File: src/design/hac_pkg.sv
// shared types and constants for the heading align controller
package hac_pkg;

  localparam int ANGLE_W   = 15;
  localparam int ERR_W     = 17;
  localparam int RATE_W    = 16;
  localparam int PROD_W    = 30;
  localparam int GAIN_W    = 12;
  localparam int GAIN_FRAC = 8;
  localparam int SPEED_W   = 15;
  localparam int THRESH_W  = 14;
  localparam int SETTLE_W  = 8;
  localparam int TICK_BITS = 16;
  localparam int CFG_AW    = 3;
  localparam int CFG_DW    = 16;

  localparam logic signed [ERR_W-1:0] PI_Q     = 17'sd12868;
  localparam logic signed [ERR_W-1:0] TWO_PI_Q = 17'sd25736;

  typedef enum logic [1:0] {
    REQ_START  = 2'd0,
    REQ_SAMPLE = 2'd1,
    REQ_TICK   = 2'd2,
    REQ_HALT   = 2'd3
  } req_t;

  typedef enum logic [1:0] {
    ST_RUNNING = 2'd0,
    ST_SUCCESS = 2'd1,
    ST_TIMEOUT = 2'd2,
    ST_IDLE    = 2'd3
  } status_t;

  typedef enum logic [CFG_AW-1:0] {
    CFG_MODE_ALIGN   = 3'd0,
    CFG_HEADING_GOAL = 3'd1,
    CFG_GAIN         = 3'd2,
    CFG_MAX_SPEED    = 3'd3,
    CFG_THRESHOLD    = 3'd4,
    CFG_SETTLE       = 3'd5,
    CFG_ODOM_TIMEOUT = 3'd6,
    CFG_RUN_TIMEOUT  = 3'd7
  } cfg_idx_t;

  typedef struct packed {
    logic signed [ANGLE_W-1:0] heading_goal;
    logic [GAIN_W-1:0]         gain;
    logic [SPEED_W-1:0]        max_speed;
    logic [THRESH_W-1:0]       angle_threshold;
  } law_cfg_t;

  typedef struct packed {
    logic                     in_band;
    logic signed [RATE_W-1:0] rate;
  } law_res_t;

endpackage

File: src/design/hac_rate_law.sv
// heading error wrap, tolerance check and clamped proportional rate
module hac_rate_law (
  input  hac_pkg::law_cfg_t                   law_cfg,
  input  logic signed [hac_pkg::ANGLE_W-1:0]  current_yaw,
  output hac_pkg::law_res_t                   law_res
);

  localparam int SCALED_W = hac_pkg::PROD_W - hac_pkg::GAIN_FRAC;

  logic signed [hac_pkg::ERR_W-1:0]  err_raw;
  logic signed [hac_pkg::ERR_W-1:0]  err;
  logic signed [hac_pkg::ERR_W-1:0]  err_mag;
  logic signed [hac_pkg::PROD_W-1:0] prod;
  logic signed [SCALED_W-1:0]        scaled;
  logic signed [SCALED_W-1:0]        lim;
  logic signed [SCALED_W-1:0]        clamped;

  always_comb begin
    err_raw = {{2{law_cfg.heading_goal[hac_pkg::ANGLE_W-1]}}, law_cfg.heading_goal}
            - {{2{current_yaw[hac_pkg::ANGLE_W-1]}}, current_yaw};
    if (err_raw > hac_pkg::PI_Q) begin
      err = err_raw - hac_pkg::TWO_PI_Q;
    end else if (err_raw < -hac_pkg::PI_Q) begin
      err = err_raw + hac_pkg::TWO_PI_Q;
    end else begin
      err = err_raw;
    end
    err_mag = err[hac_pkg::ERR_W-1] ? -err : err;
    law_res.in_band = err_mag <= $signed({3'b000, law_cfg.angle_threshold});

    // floor of gain * err / 256
    prod   = $signed({1'b0, law_cfg.gain}) * err;
    scaled = prod[hac_pkg::PROD_W-1:hac_pkg::GAIN_FRAC];
    lim    = $signed({{(SCALED_W - hac_pkg::SPEED_W){1'b0}}, law_cfg.max_speed});
    if (scaled > lim) begin
      clamped = lim;
    end else if (scaled < -lim) begin
      clamped = -lim;
    end else begin
      clamped = scaled;
    end
    law_res.rate = clamped[hac_pkg::RATE_W-1:0];
  end

endmodule

File: src/design/heading_align_controller.sv
// heading align controller top level: item register, run control and result register
// Each input transfer is one request (start, yaw sample, control tick or halt) carried
// in in_tuser, with the yaw sample in in_tdata. The request sits in one input register,
// is resolved against the run state and its result lands in the output register, which
// drives out_tvalid. A request waits in the input register while the output register is
// held; one request can be taken every cycle while out_tready is high. Yaw samples give no result; start,
// tick and halt give one each. Configuration writes go through cfg_we / cfg_addr /
// cfg_wdata, take effect at once and should be made while no request is in flight.
module heading_align_controller (
  input  logic                        clk,
  input  logic                        rst_n,
  input  logic                        cfg_we,
  input  logic [hac_pkg::CFG_AW-1:0]  cfg_addr,
  input  logic [hac_pkg::CFG_DW-1:0]  cfg_wdata,
  input  logic                        in_tvalid,
  output logic                        in_tready,
  input  logic [15:0]                 in_tdata,   // yaw_sample[14:0], zero pad
  input  logic [1:0]                  in_tuser,   // req_type[1:0]
  output logic                        out_tvalid,
  input  logic                        out_tready,
  output logic [23:0]                 out_tdata   // angular_rate[15:0], status[17:16],
                                                  // odom_fresh[18], zero pad
);

  localparam logic [hac_pkg::TICK_BITS-1:0] TICK_MAX = '1;
  localparam logic [hac_pkg::SETTLE_W-1:0]  SETTLE_MAX = '1;

  // configuration
  logic                                 mode_align_r;
  logic signed [hac_pkg::ANGLE_W-1:0]   heading_goal_r;
  logic [hac_pkg::GAIN_W-1:0]           gain_r;
  logic [hac_pkg::SPEED_W-1:0]          max_speed_r;
  logic [hac_pkg::THRESH_W-1:0]         angle_threshold_r;
  logic [hac_pkg::SETTLE_W-1:0]         settle_needed_r;
  logic [hac_pkg::TICK_BITS-1:0]        odom_timeout_r;
  logic [hac_pkg::TICK_BITS-1:0]        run_timeout_r;

  // input register
  logic                                 item_v_r, item_v_nxt;
  hac_pkg::req_t                        item_req_r;
  logic signed [hac_pkg::ANGLE_W-1:0]   item_yaw_r;

  // run state
  logic                                 active_r, active_nxt;
  logic                                 have_yaw_r, have_yaw_nxt;
  logic signed [hac_pkg::ANGLE_W-1:0]   yaw_r, yaw_nxt;
  logic [hac_pkg::TICK_BITS-1:0]        elapsed_r, elapsed_nxt;
  logic [hac_pkg::TICK_BITS-1:0]        odom_age_r, odom_age_nxt;
  logic [hac_pkg::SETTLE_W-1:0]         settle_r, settle_nxt;

  // output register
  logic                                 out_v_r, out_v_nxt;
  logic signed [hac_pkg::RATE_W-1:0]    out_rate_r;
  hac_pkg::status_t                     out_status_r;
  logic                                 out_fresh_r;

  logic                                 in_xfer;
  logic                                 proc_go;
  logic                                 gen;
  logic signed [hac_pkg::RATE_W-1:0]    rate;
  hac_pkg::status_t                     status;
  logic                                 fresh;
  logic [hac_pkg::TICK_BITS-1:0]        elapsed_inc;
  logic [hac_pkg::TICK_BITS-1:0]        age_inc;
  logic [hac_pkg::SETTLE_W-1:0]         settle_inc;
  logic                                 fresh_tick;

  hac_pkg::law_cfg_t                    law_cfg;
  hac_pkg::law_res_t                    law_res;

  assign law_cfg.heading_goal    = heading_goal_r;
  assign law_cfg.gain            = gain_r;
  assign law_cfg.max_speed       = max_speed_r;
  assign law_cfg.angle_threshold = angle_threshold_r;

  hac_rate_law u_rate_law (
    .law_cfg     (law_cfg),
    .current_yaw (yaw_r),
    .law_res     (law_res)
  );

  assign proc_go   = item_v_r && (item_req_r == hac_pkg::REQ_SAMPLE || !out_v_r || out_tready);
  assign in_tready = !item_v_r || proc_go;
  assign in_xfer   = in_tvalid && in_tready;

  assign out_tvalid = out_v_r;
  assign out_tdata  = {5'b00000, out_fresh_r, out_status_r, out_rate_r};

  assign elapsed_inc = (elapsed_r == TICK_MAX) ? elapsed_r : elapsed_r + 1'b1;
  assign age_inc     = (odom_age_r == TICK_MAX) ? odom_age_r : odom_age_r + 1'b1;
  assign settle_inc  = (settle_r == SETTLE_MAX) ? settle_r : settle_r + 1'b1;
  assign fresh_tick  = have_yaw_r && (age_inc <= odom_timeout_r);

  always_comb begin
    active_nxt   = active_r;
    have_yaw_nxt = have_yaw_r;
    yaw_nxt      = yaw_r;
    elapsed_nxt  = elapsed_r;
    odom_age_nxt = odom_age_r;
    settle_nxt   = settle_r;
    gen          = 1'b0;
    rate         = '0;
    status       = hac_pkg::ST_IDLE;
    fresh        = have_yaw_r && (odom_age_r <= odom_timeout_r);
    if (proc_go) begin
      case (item_req_r)
        hac_pkg::REQ_SAMPLE: begin
          if (active_r) begin
            yaw_nxt      = item_yaw_r;
            have_yaw_nxt = 1'b1;
            odom_age_nxt = '0;
          end
        end
        hac_pkg::REQ_START: begin
          gen         = 1'b1;
          active_nxt  = 1'b1;
          elapsed_nxt = '0;
          settle_nxt  = '0;
          status      = hac_pkg::ST_RUNNING;
        end
        hac_pkg::REQ_HALT: begin
          gen          = 1'b1;
          active_nxt   = 1'b0;
          have_yaw_nxt = 1'b0;
          settle_nxt   = '0;
          status       = hac_pkg::ST_IDLE;
        end
        hac_pkg::REQ_TICK: begin
          gen = 1'b1;
          if (active_r) begin
            elapsed_nxt  = elapsed_inc;
            odom_age_nxt = age_inc;
            fresh        = fresh_tick;
            status       = hac_pkg::ST_RUNNING;
            if (elapsed_inc > run_timeout_r) begin
              active_nxt   = 1'b0;
              have_yaw_nxt = 1'b0;
              settle_nxt   = '0;
              status       = hac_pkg::ST_TIMEOUT;
            end else if (!fresh_tick) begin
              settle_nxt = '0;
            end else if (law_res.in_band) begin
              if (!mode_align_r || settle_inc >= settle_needed_r) begin
                active_nxt   = 1'b0;
                have_yaw_nxt = 1'b0;
                settle_nxt   = '0;
                status       = hac_pkg::ST_SUCCESS;
              end else begin
                settle_nxt = settle_inc;
              end
            end else begin
              settle_nxt = '0;
              rate       = law_res.rate;
            end
          end
        end
        default: begin
          gen = 1'b0;
        end
      endcase
    end
  end

  always_comb begin
    if (in_xfer) begin
      item_v_nxt = 1'b1;
    end else if (proc_go) begin
      item_v_nxt = 1'b0;
    end else begin
      item_v_nxt = item_v_r;
    end
    if (proc_go && gen) begin
      out_v_nxt = 1'b1;
    end else if (out_tready) begin
      out_v_nxt = 1'b0;
    end else begin
      out_v_nxt = out_v_r;
    end
  end

  always_ff @(posedge clk) begin
    if (!rst_n) begin
      mode_align_r      <= 1'b0;
      heading_goal_r    <= '0;
      gain_r            <= 12'd256;
      max_speed_r       <= 15'd4096;
      angle_threshold_r <= 14'd143;
      settle_needed_r   <= 8'd3;
      odom_timeout_r    <= 16'd50;
      run_timeout_r     <= 16'd1000;
    end else if (cfg_we) begin
      case (hac_pkg::cfg_idx_t'(cfg_addr))
        hac_pkg::CFG_MODE_ALIGN:   mode_align_r      <= cfg_wdata[0];
        hac_pkg::CFG_HEADING_GOAL: heading_goal_r    <= cfg_wdata[hac_pkg::ANGLE_W-1:0];
        hac_pkg::CFG_GAIN:         gain_r            <= cfg_wdata[hac_pkg::GAIN_W-1:0];
        hac_pkg::CFG_MAX_SPEED:    max_speed_r       <= cfg_wdata[hac_pkg::SPEED_W-1:0];
        hac_pkg::CFG_THRESHOLD:    angle_threshold_r <= cfg_wdata[hac_pkg::THRESH_W-1:0];
        hac_pkg::CFG_SETTLE:       settle_needed_r   <= cfg_wdata[hac_pkg::SETTLE_W-1:0];
        hac_pkg::CFG_ODOM_TIMEOUT: odom_timeout_r    <= cfg_wdata[hac_pkg::TICK_BITS-1:0];
        hac_pkg::CFG_RUN_TIMEOUT:  run_timeout_r     <= cfg_wdata[hac_pkg::TICK_BITS-1:0];
        default: begin
        end
      endcase
    end
  end

  always_ff @(posedge clk) begin
    if (!rst_n) begin
      item_v_r   <= 1'b0;
      out_v_r    <= 1'b0;
      active_r   <= 1'b0;
      have_yaw_r <= 1'b0;
      yaw_r      <= '0;
      elapsed_r  <= '0;
      odom_age_r <= '0;
      settle_r   <= '0;
    end else begin
      item_v_r   <= item_v_nxt;
      out_v_r    <= out_v_nxt;
      active_r   <= active_nxt;
      have_yaw_r <= have_yaw_nxt;
      yaw_r      <= yaw_nxt;
      elapsed_r  <= elapsed_nxt;
      odom_age_r <= odom_age_nxt;
      settle_r   <= settle_nxt;
    end
  end

  always_ff @(posedge clk) begin
    if (in_xfer) begin
      item_req_r <= hac_pkg::req_t'(in_tuser);
      item_yaw_r <= in_tdata[hac_pkg::ANGLE_W-1:0];
    end
    if (proc_go && gen) begin
      out_rate_r   <= rate;
      out_status_r <= status;
      out_fresh_r  <= fresh;
    end
  end

endmodule
File: config.mk
export PLATFORM = sky130hd
export DESIGN_NAME = heading_align_controller
export DESIGN_NICKNAME = d
export VERILOG_FILES = /design/src/design/hac_pkg.sv /design/src/design/hac_rate_law.sv /design/src/design/heading_align_controller.sv
export SDC_FILE = /design/constraint.sdc
export NUM_CORES = 1
export LEC_CHECK = 0
export ABC_AREA = 1
export BUFFER_PORTS_ARGS = -buffer_cell sky130_fd_sc_hd__buf_2
export CAP_MARGIN = 20
export CORE_MARGIN = 5
export CORE_UTILIZATION = 35
export CTS_BUF_LIST = sky130_fd_sc_hd__clkbuf_2
export DETAILED_ROUTE_END_ITERATION = 6
export PLACE_DENSITY = 0.46
export SYNTH_ARGS = -nofsm -noshare
export SYNTH_HDL_FRONTEND = slang
export SYNTH_SLANG_ARGS = --single-unit
export TNS_END_PERCENT = 1
File: constraint.sdc
create_clock -name clk -period 27.3 [get_ports clk]
set_input_delay 5.46 -clock clk [delete_from_list [all_inputs] [get_ports clk]]
set_output_delay 5.46 -clock clk [all_outputs]
set_load 0.1 [all_outputs]
# [Yosys cells after proc, flatten, opt, wreduce, memory -nomap -nowiden]
# Index checks and enable logic that the tools add are counted.
[totals] register_bits=192 word_cells=148 out_inout_bits=26
[classes] mul=1 order_cmp=9 reduce_logical=39 muxes=47 n_eq_ne=18 n_addsub=8 n_bitwise=4
[ops] op="2-to-1 mux 16 bit" count=6
[ops] op="case mux 16 bit (2 select lines)" count=2
[ops] op="2-to-1 mux 17 bit" count=3
[ops] op="2-to-1 mux 8 bit" count=6
[ops] op="adder 16 x 1 -> 16 bit, second input constant" count=2
[ops] op="equality test 16 bit, second input constant" count=2
[ops] op="<= comparator 16 bit" count=2
[ops] op="multiplier 13 x 17 -> 30 bit" count=1
[ops] op="2-to-1 mux 1 bit" count=23
[ops] op="> comparator 22 x 16 -> 1 bit" count=1
[ops] op="less-than comparator 22 bit" count=1
[ops] op="negation 15 -> 22 bit" count=1
[ops] op="AND reduction 2 bit" count=9
[ops] op="adder 17 x 16 -> 17 bit, second input constant" count=1
[ops] op="> comparator 17 x 15 -> 1 bit, second input constant" count=1
[ops] op="<= comparator 17 x 15 -> 1 bit" count=1
[ops] op="less-than comparator 17 x 15 -> 1 bit, second input constant" count=1
[ops] op="negation 17 bit" count=1
[ops] op="subtractor 17 x 16 -> 17 bit, second input constant" count=1
[ops] op="> comparator 16 bit" count=1
[ops] op="case mux 8 bit (2 select lines)" count=1
[ops] op="subtractor 15 x 15 -> 16 bit" count=1
[ops] op="2-to-1 mux 15 bit" count=1
[ops] op="equality test 3 bit, second input constant" count=4
[ops] op="other kinds (27)" count=53

# [Depth between registers and ports, before layout]
[logic_depth] ltp_word=12 depth_mapped=61 depth_no_buf=60

# [Modules after synthesis]
# Synthesis repeated with hierarchy kept, for this count alone.
[unflattened] hier_cells=2943 area_unflattened_um2=21255.4
[modules_own_cells] mod="hac_rate_law" seq_area_each_um2=0.0 instances=1 cells_per_inst=1768 area_each_um2=11994.0
[modules_own_cells] mod="heading_align_controller" seq_area_each_um2=4204.0 instances=1 cells_per_inst=1175 area_each_um2=9261.4

# [Least setup slack after synthesis]
# OpenSTA, ideal clock, no wires.
[synth_timing] kind="input -> output" start="input port out_tready" end="output port in_tready" stages=2 slack_ps=15387 t_required_ps=21840 t_arrival_ps=6453 path_cell_list="inv_1 > nand4_1"
[synth_via] elab_chain_len=3
[synth_rtl] item="start: declaration" line_no="heading_align_controller.sv:20" rtl="input logic out_tready,"
[synth_rtl] item="logical OR 1 bit" line_no="heading_align_controller.sv:82" rtl="assign proc_go = item_v_r && (item_req_r == hac_pkg::REQ_SAMPLE || !out_v_r || out_tready);"
[synth_rtl] item="logical AND 1 bit" line_no="heading_align_controller.sv:82"
[synth_rtl] item="logical OR 1 bit" line_no="heading_align_controller.sv:83" rtl="assign in_tready = !item_v_r || proc_go;"
[synth_rtl] item="end: declaration" line_no="heading_align_controller.sv:16" rtl="output logic in_tready,"
# No other way between the ends.

# [Worst setup path in the final report]
# Ends and elaborated chain as after synthesis.

==> metrics.md <==
| Metric | Value |
|---|---|
| Sequential area share after synthesis | `0.204` |
| HP Class | `reg2reg` |
| CTS tree | `yes` |
| Syn Std Cell Area | `20,600 µm²` |
| Port bufs | `61` |
| Dpl cells | `3,600` |
| Layout Cells excl Fill | `3,634` |
| Post-Synth Simple-Gate Area | `0.232` |
| Main combinational cell family by area after synthesis | `adder cells` |
| Clk buf depth | `2` |
| Sink Count | `192` |
| Num rows | `89` |
| Chip Height | `253 µm` |
| Detailed Place HPWL | `48,100 µm` |
| Hold-critical path depth | `2` |
| DP Area | `21,600 µm²` |
| Fraction of layout cells with a size suffix above 1 | `0.0717` |
| Required time worst endpoint | `21.84 ns` |
| Avg Inst Size Synth | `7.29 µm²` |
| Most frequent cells in the layout | `563 x nand2_1, 535 x inv_1, 280 x nor2_1` |
| Final Hold Fails | `0` |
| H-tree depth | `4` |
| Core Area | `58,700 µm²` |
| Footprint of the multi-input gates | `14,000 µm²` |
| Sum of negative setup slack | `0 ns` |
| Final Util | `0.373` |
| Clock insertion delay at the later pin of the skew report | `1.04 ns` |
| Initial antenna violation count | `4` |
| Ys async rst share | `0` |
| CP Depth | `4` |
| Final wirelength | `60,000 µm` |
| Detailed-route via count | `17,683` |
| RSZ-0062 raised after global routing | `false` |
| Crit path DAT | `6.15 ns` |
| # fillers | `6,265` |
| Final setup vio count | `0` |
| Most common cell after layout, fill and taps aside | `nand2_1` |
| Post-synthesis xor/xnor area fraction | `0.0259` |
| Total setup buffers inserted after CTS | `0` |
| Yosys cell types | `57` |
| Cell repeated most along the worst path | `buf_2` |
| CTS Buf Count | `17` |
| Compound-Gate Fraction of Synth Area | `0.120` |
| Largest delay share family, worst path | `buffers and inverters` |
| Vias per cell | `4.87` |
| Cell count after synthesis | `2,829` |
| Worst slew pin tran | `1.02 ns` |
| Initial core utilization | `0.351` |
| Power per cell area | `86.5 nW/µm²` |
| CP Launch Type | `input port` |
| Gr usage total | `0.192` |
| DRT antenna net count | `0` |
| Achievable frequency | `0.0861 GHz` |
| Synth warn | `0` |
| WS Path Type | `in2out` |
| Final GP Congestion | `0.881` |
| Largest net degree at the start of global routing | `70` |
| Slowest stage delay, CP | `0.45 ns` |
| DR WL/cell | `16.5 µm` |
| EDFF count, synth | `36` |
| DR pass1 iterations | `5` |
| Register-to-Register Path Depth | `51` |
| Clock-pin slew on the worst setup and hold paths | `0.35 ns` |
| VDD IR-drop max | `68.1 µV` |
| Clock Tree Root | `clkbuf_2` |
| Vias in the first global route | `17,857` |
| Top_reg_cell synth | `dfxtp_1` |
| Fin area | `21,900 µm²` |
| Number of max-cap violations | `0` |
| Adder-Cell Fraction of Synth Area | `0.300` |
| Fin. max-slew vios | `0` |
| Synthesized flop and latch total | `192` |
| Slowest-stage cell, CP | `buf_2` |
| WP buf/inv | `3` |
| Post-synthesis mux area share | `0` |
| Die X | `253 µm` |
| DR iter-0 viols | `1,027` |
| Leakage power of the design | `10.6 nW` |
| Crit end category | `output port` |
| Seq. cell area | `4200 µm²` |
| Status | `complete, no violations` |
| Normalized max-slew margin | `0.320` |
| Final Cycle Share | `0.425` |
| # IOs | `68` |
| Setup Skew | `0.0618 ns` |
| DRC Markers | `0` |
| CP max FO | `3` |
| Area growth syn-to-layout | `6.27%` |
| Hold buffers post-CTS | `0` |
| Post-cts sizing count | `0` |
| Global-route wire length before repair | `97,000 µm` |
| Die area | `63,800 µm²` |
| Crit path time final | `11.61 ns` |
| Nets | `3,270` |
| Grt total ovfl | `0` |
| Critical path cell sequence | `buf_2 > inv_1 > nand4_1 > buf_2` |
==> power by group <==
part / leakage [nW] / internal, mW / switching, mW / total [mW]
Clock: 0.164 / 0.0368 / 0.132 / 0.168
Sequential: 1.62 / 0.298 / 0.00556 / 0.304
Combinational: 8.84 / 0.462 / 0.961 / 1.42
==> cells in the mapped netlist, types with 2 or more instances <==
cell / instances / area, µm²
a211oi_1: 2 / 15.0
a21o_1: 4 / 30.0
a21oi_1: 236 / 1180
a21oi_2: 6 / 52.6
a221oi_1: 2 / 17.5
a31oi_1: 2 / 12.5
buf_2: 4 / 20.0
buf_4: 8 / 60.1
buf_6: 3 / 33.8
clkbuf_1: 58 / 218
clkinv_1: 4 / 15.0
dfxtp_1: 156 / 3120
edfxtp_1: 36 / 1080
fa_1: 188 / 3760
ha_1: 194 / 2430
inv_1: 535 / 2010
inv_2: 17 / 63.8
nand2_1: 563 / 2110
nand2_2: 34 / 213
nand2_4: 9 / 101
nand3_1: 90 / 450
nand3_2: 12 / 120
nand3b_1: 6 / 45.0
nand4_1: 39 / 244
nor2_1: 280 / 1050
nor2_2: 7 / 43.8
nor2_4: 6 / 67.6
nor3_1: 38 / 190
nor3b_1: 2 / 15.0
nor4_1: 7 / 43.8
o211ai_1: 16 / 120
o21a_1: 7 / 52.6
o21ai_0: 156 / 781
o21ai_1: 8 / 40.0
o21bai_1: 2 / 15.0
o221ai_1: 3 / 26.3
o22ai_1: 2 / 12.5
o31ai_1: 3 / 22.5
or2_2: 7 / 43.8
xnor2_1: 14 / 123
xor2_1: 47 / 412
==> worst reg2reg max path: cells and delay by family, from the launching register on <==
family          cells  cell delay, ns
simple gates       26            4.27
flops               1            0.45
xor+xnor            1            0.27
buf+inv             9            1.32
fa+ha+maj          10            4.17
compound gates      5            0.71
==> cell type report <==
type | instances | share of cell area
Clock buffer | 17 | 0.00388
Clock inverter | 15 | 0.00920
Timing Repair Buffer | 67 | 0.0160
Multi-Input combinational cell | 2011 | 0.639
Tap cell | 773 | 0.0442
Inverter | 557 | 0.0956
Antenna cell | 2 | 0.000228
Sequential cell | 192 | 0.192
==> per-stage QoR <==
stage | setup WS, ns | power (mW) | hold WS (ns)
6_report | 15.69 | 1.89 | 0.477
5_1_grt | 14.84 | 2.14 | 0.494
3_5_place_dp | 15.70 | 1.74 | 0.454
3_3_place_gp | 15.71 | 1.73 | 0.446
2_1_floorplan | 15.39 | 1.35 | 0.433
4_1_cts | 15.69 | 1.93 | 0.478
==> worst paths after layout <==
check / startpoint / endpoint / slack, ns
max: out_tready / in_tready / 15.69
min: yaw_r[6]$_SDFFE_PN0P_ / yaw_r[6]$_SDFFE_PN0P_ / 0.48
max reg2reg: yaw_r[0]$_SDFFE_PN0P_ / out_rate_r[4]$_SDFFCE_PP0P_ / 15.91
min reg2reg: yaw_r[6]$_SDFFE_PN0P_ / yaw_r[6]$_SDFFE_PN0P_ / 0.48
==> kinds of logic (layout without fill, tap and decap cells) <==
logic type	count (synthesis)	count (layout)
buffers and inverters	630	656
other	1	7
adder cells (fa/ha/maj)	382	382
flip-flops	192	192
AND/OR/NAND/NOR	1105	1105
XOR/XNOR	61	61
AO/OA/AOI/OAI	458	458
==> registers in the layout (all words and copies together) (netlist names), 2 cells and up <==
name	count
heading_goal_r	15
gain_r	12
run_timeout_r	16
out_rate_r	16
item_yaw_r	15
odom_age_r	16
angle_threshold_r	14
elapsed_r	16
odom_timeout_r	16
max_speed_r	15
yaw_r	15
item_req_r	2
settle_needed_r	8
out_status_r	2
settle_r	8
==> routing by layer <==
metal,vias up,part of all wire,track usage,wire [µm]
li1,8941,-,-,-
met1,8409,0.47,0.259,28300
met2,266,0.47,0.324,28500
met3,65,0.032,0.0269,1950
met4,2,0.020,0.0515,1230
met5,-,0.00022,0,13
No activity file was read; power rests on OpenSTA's default activity.
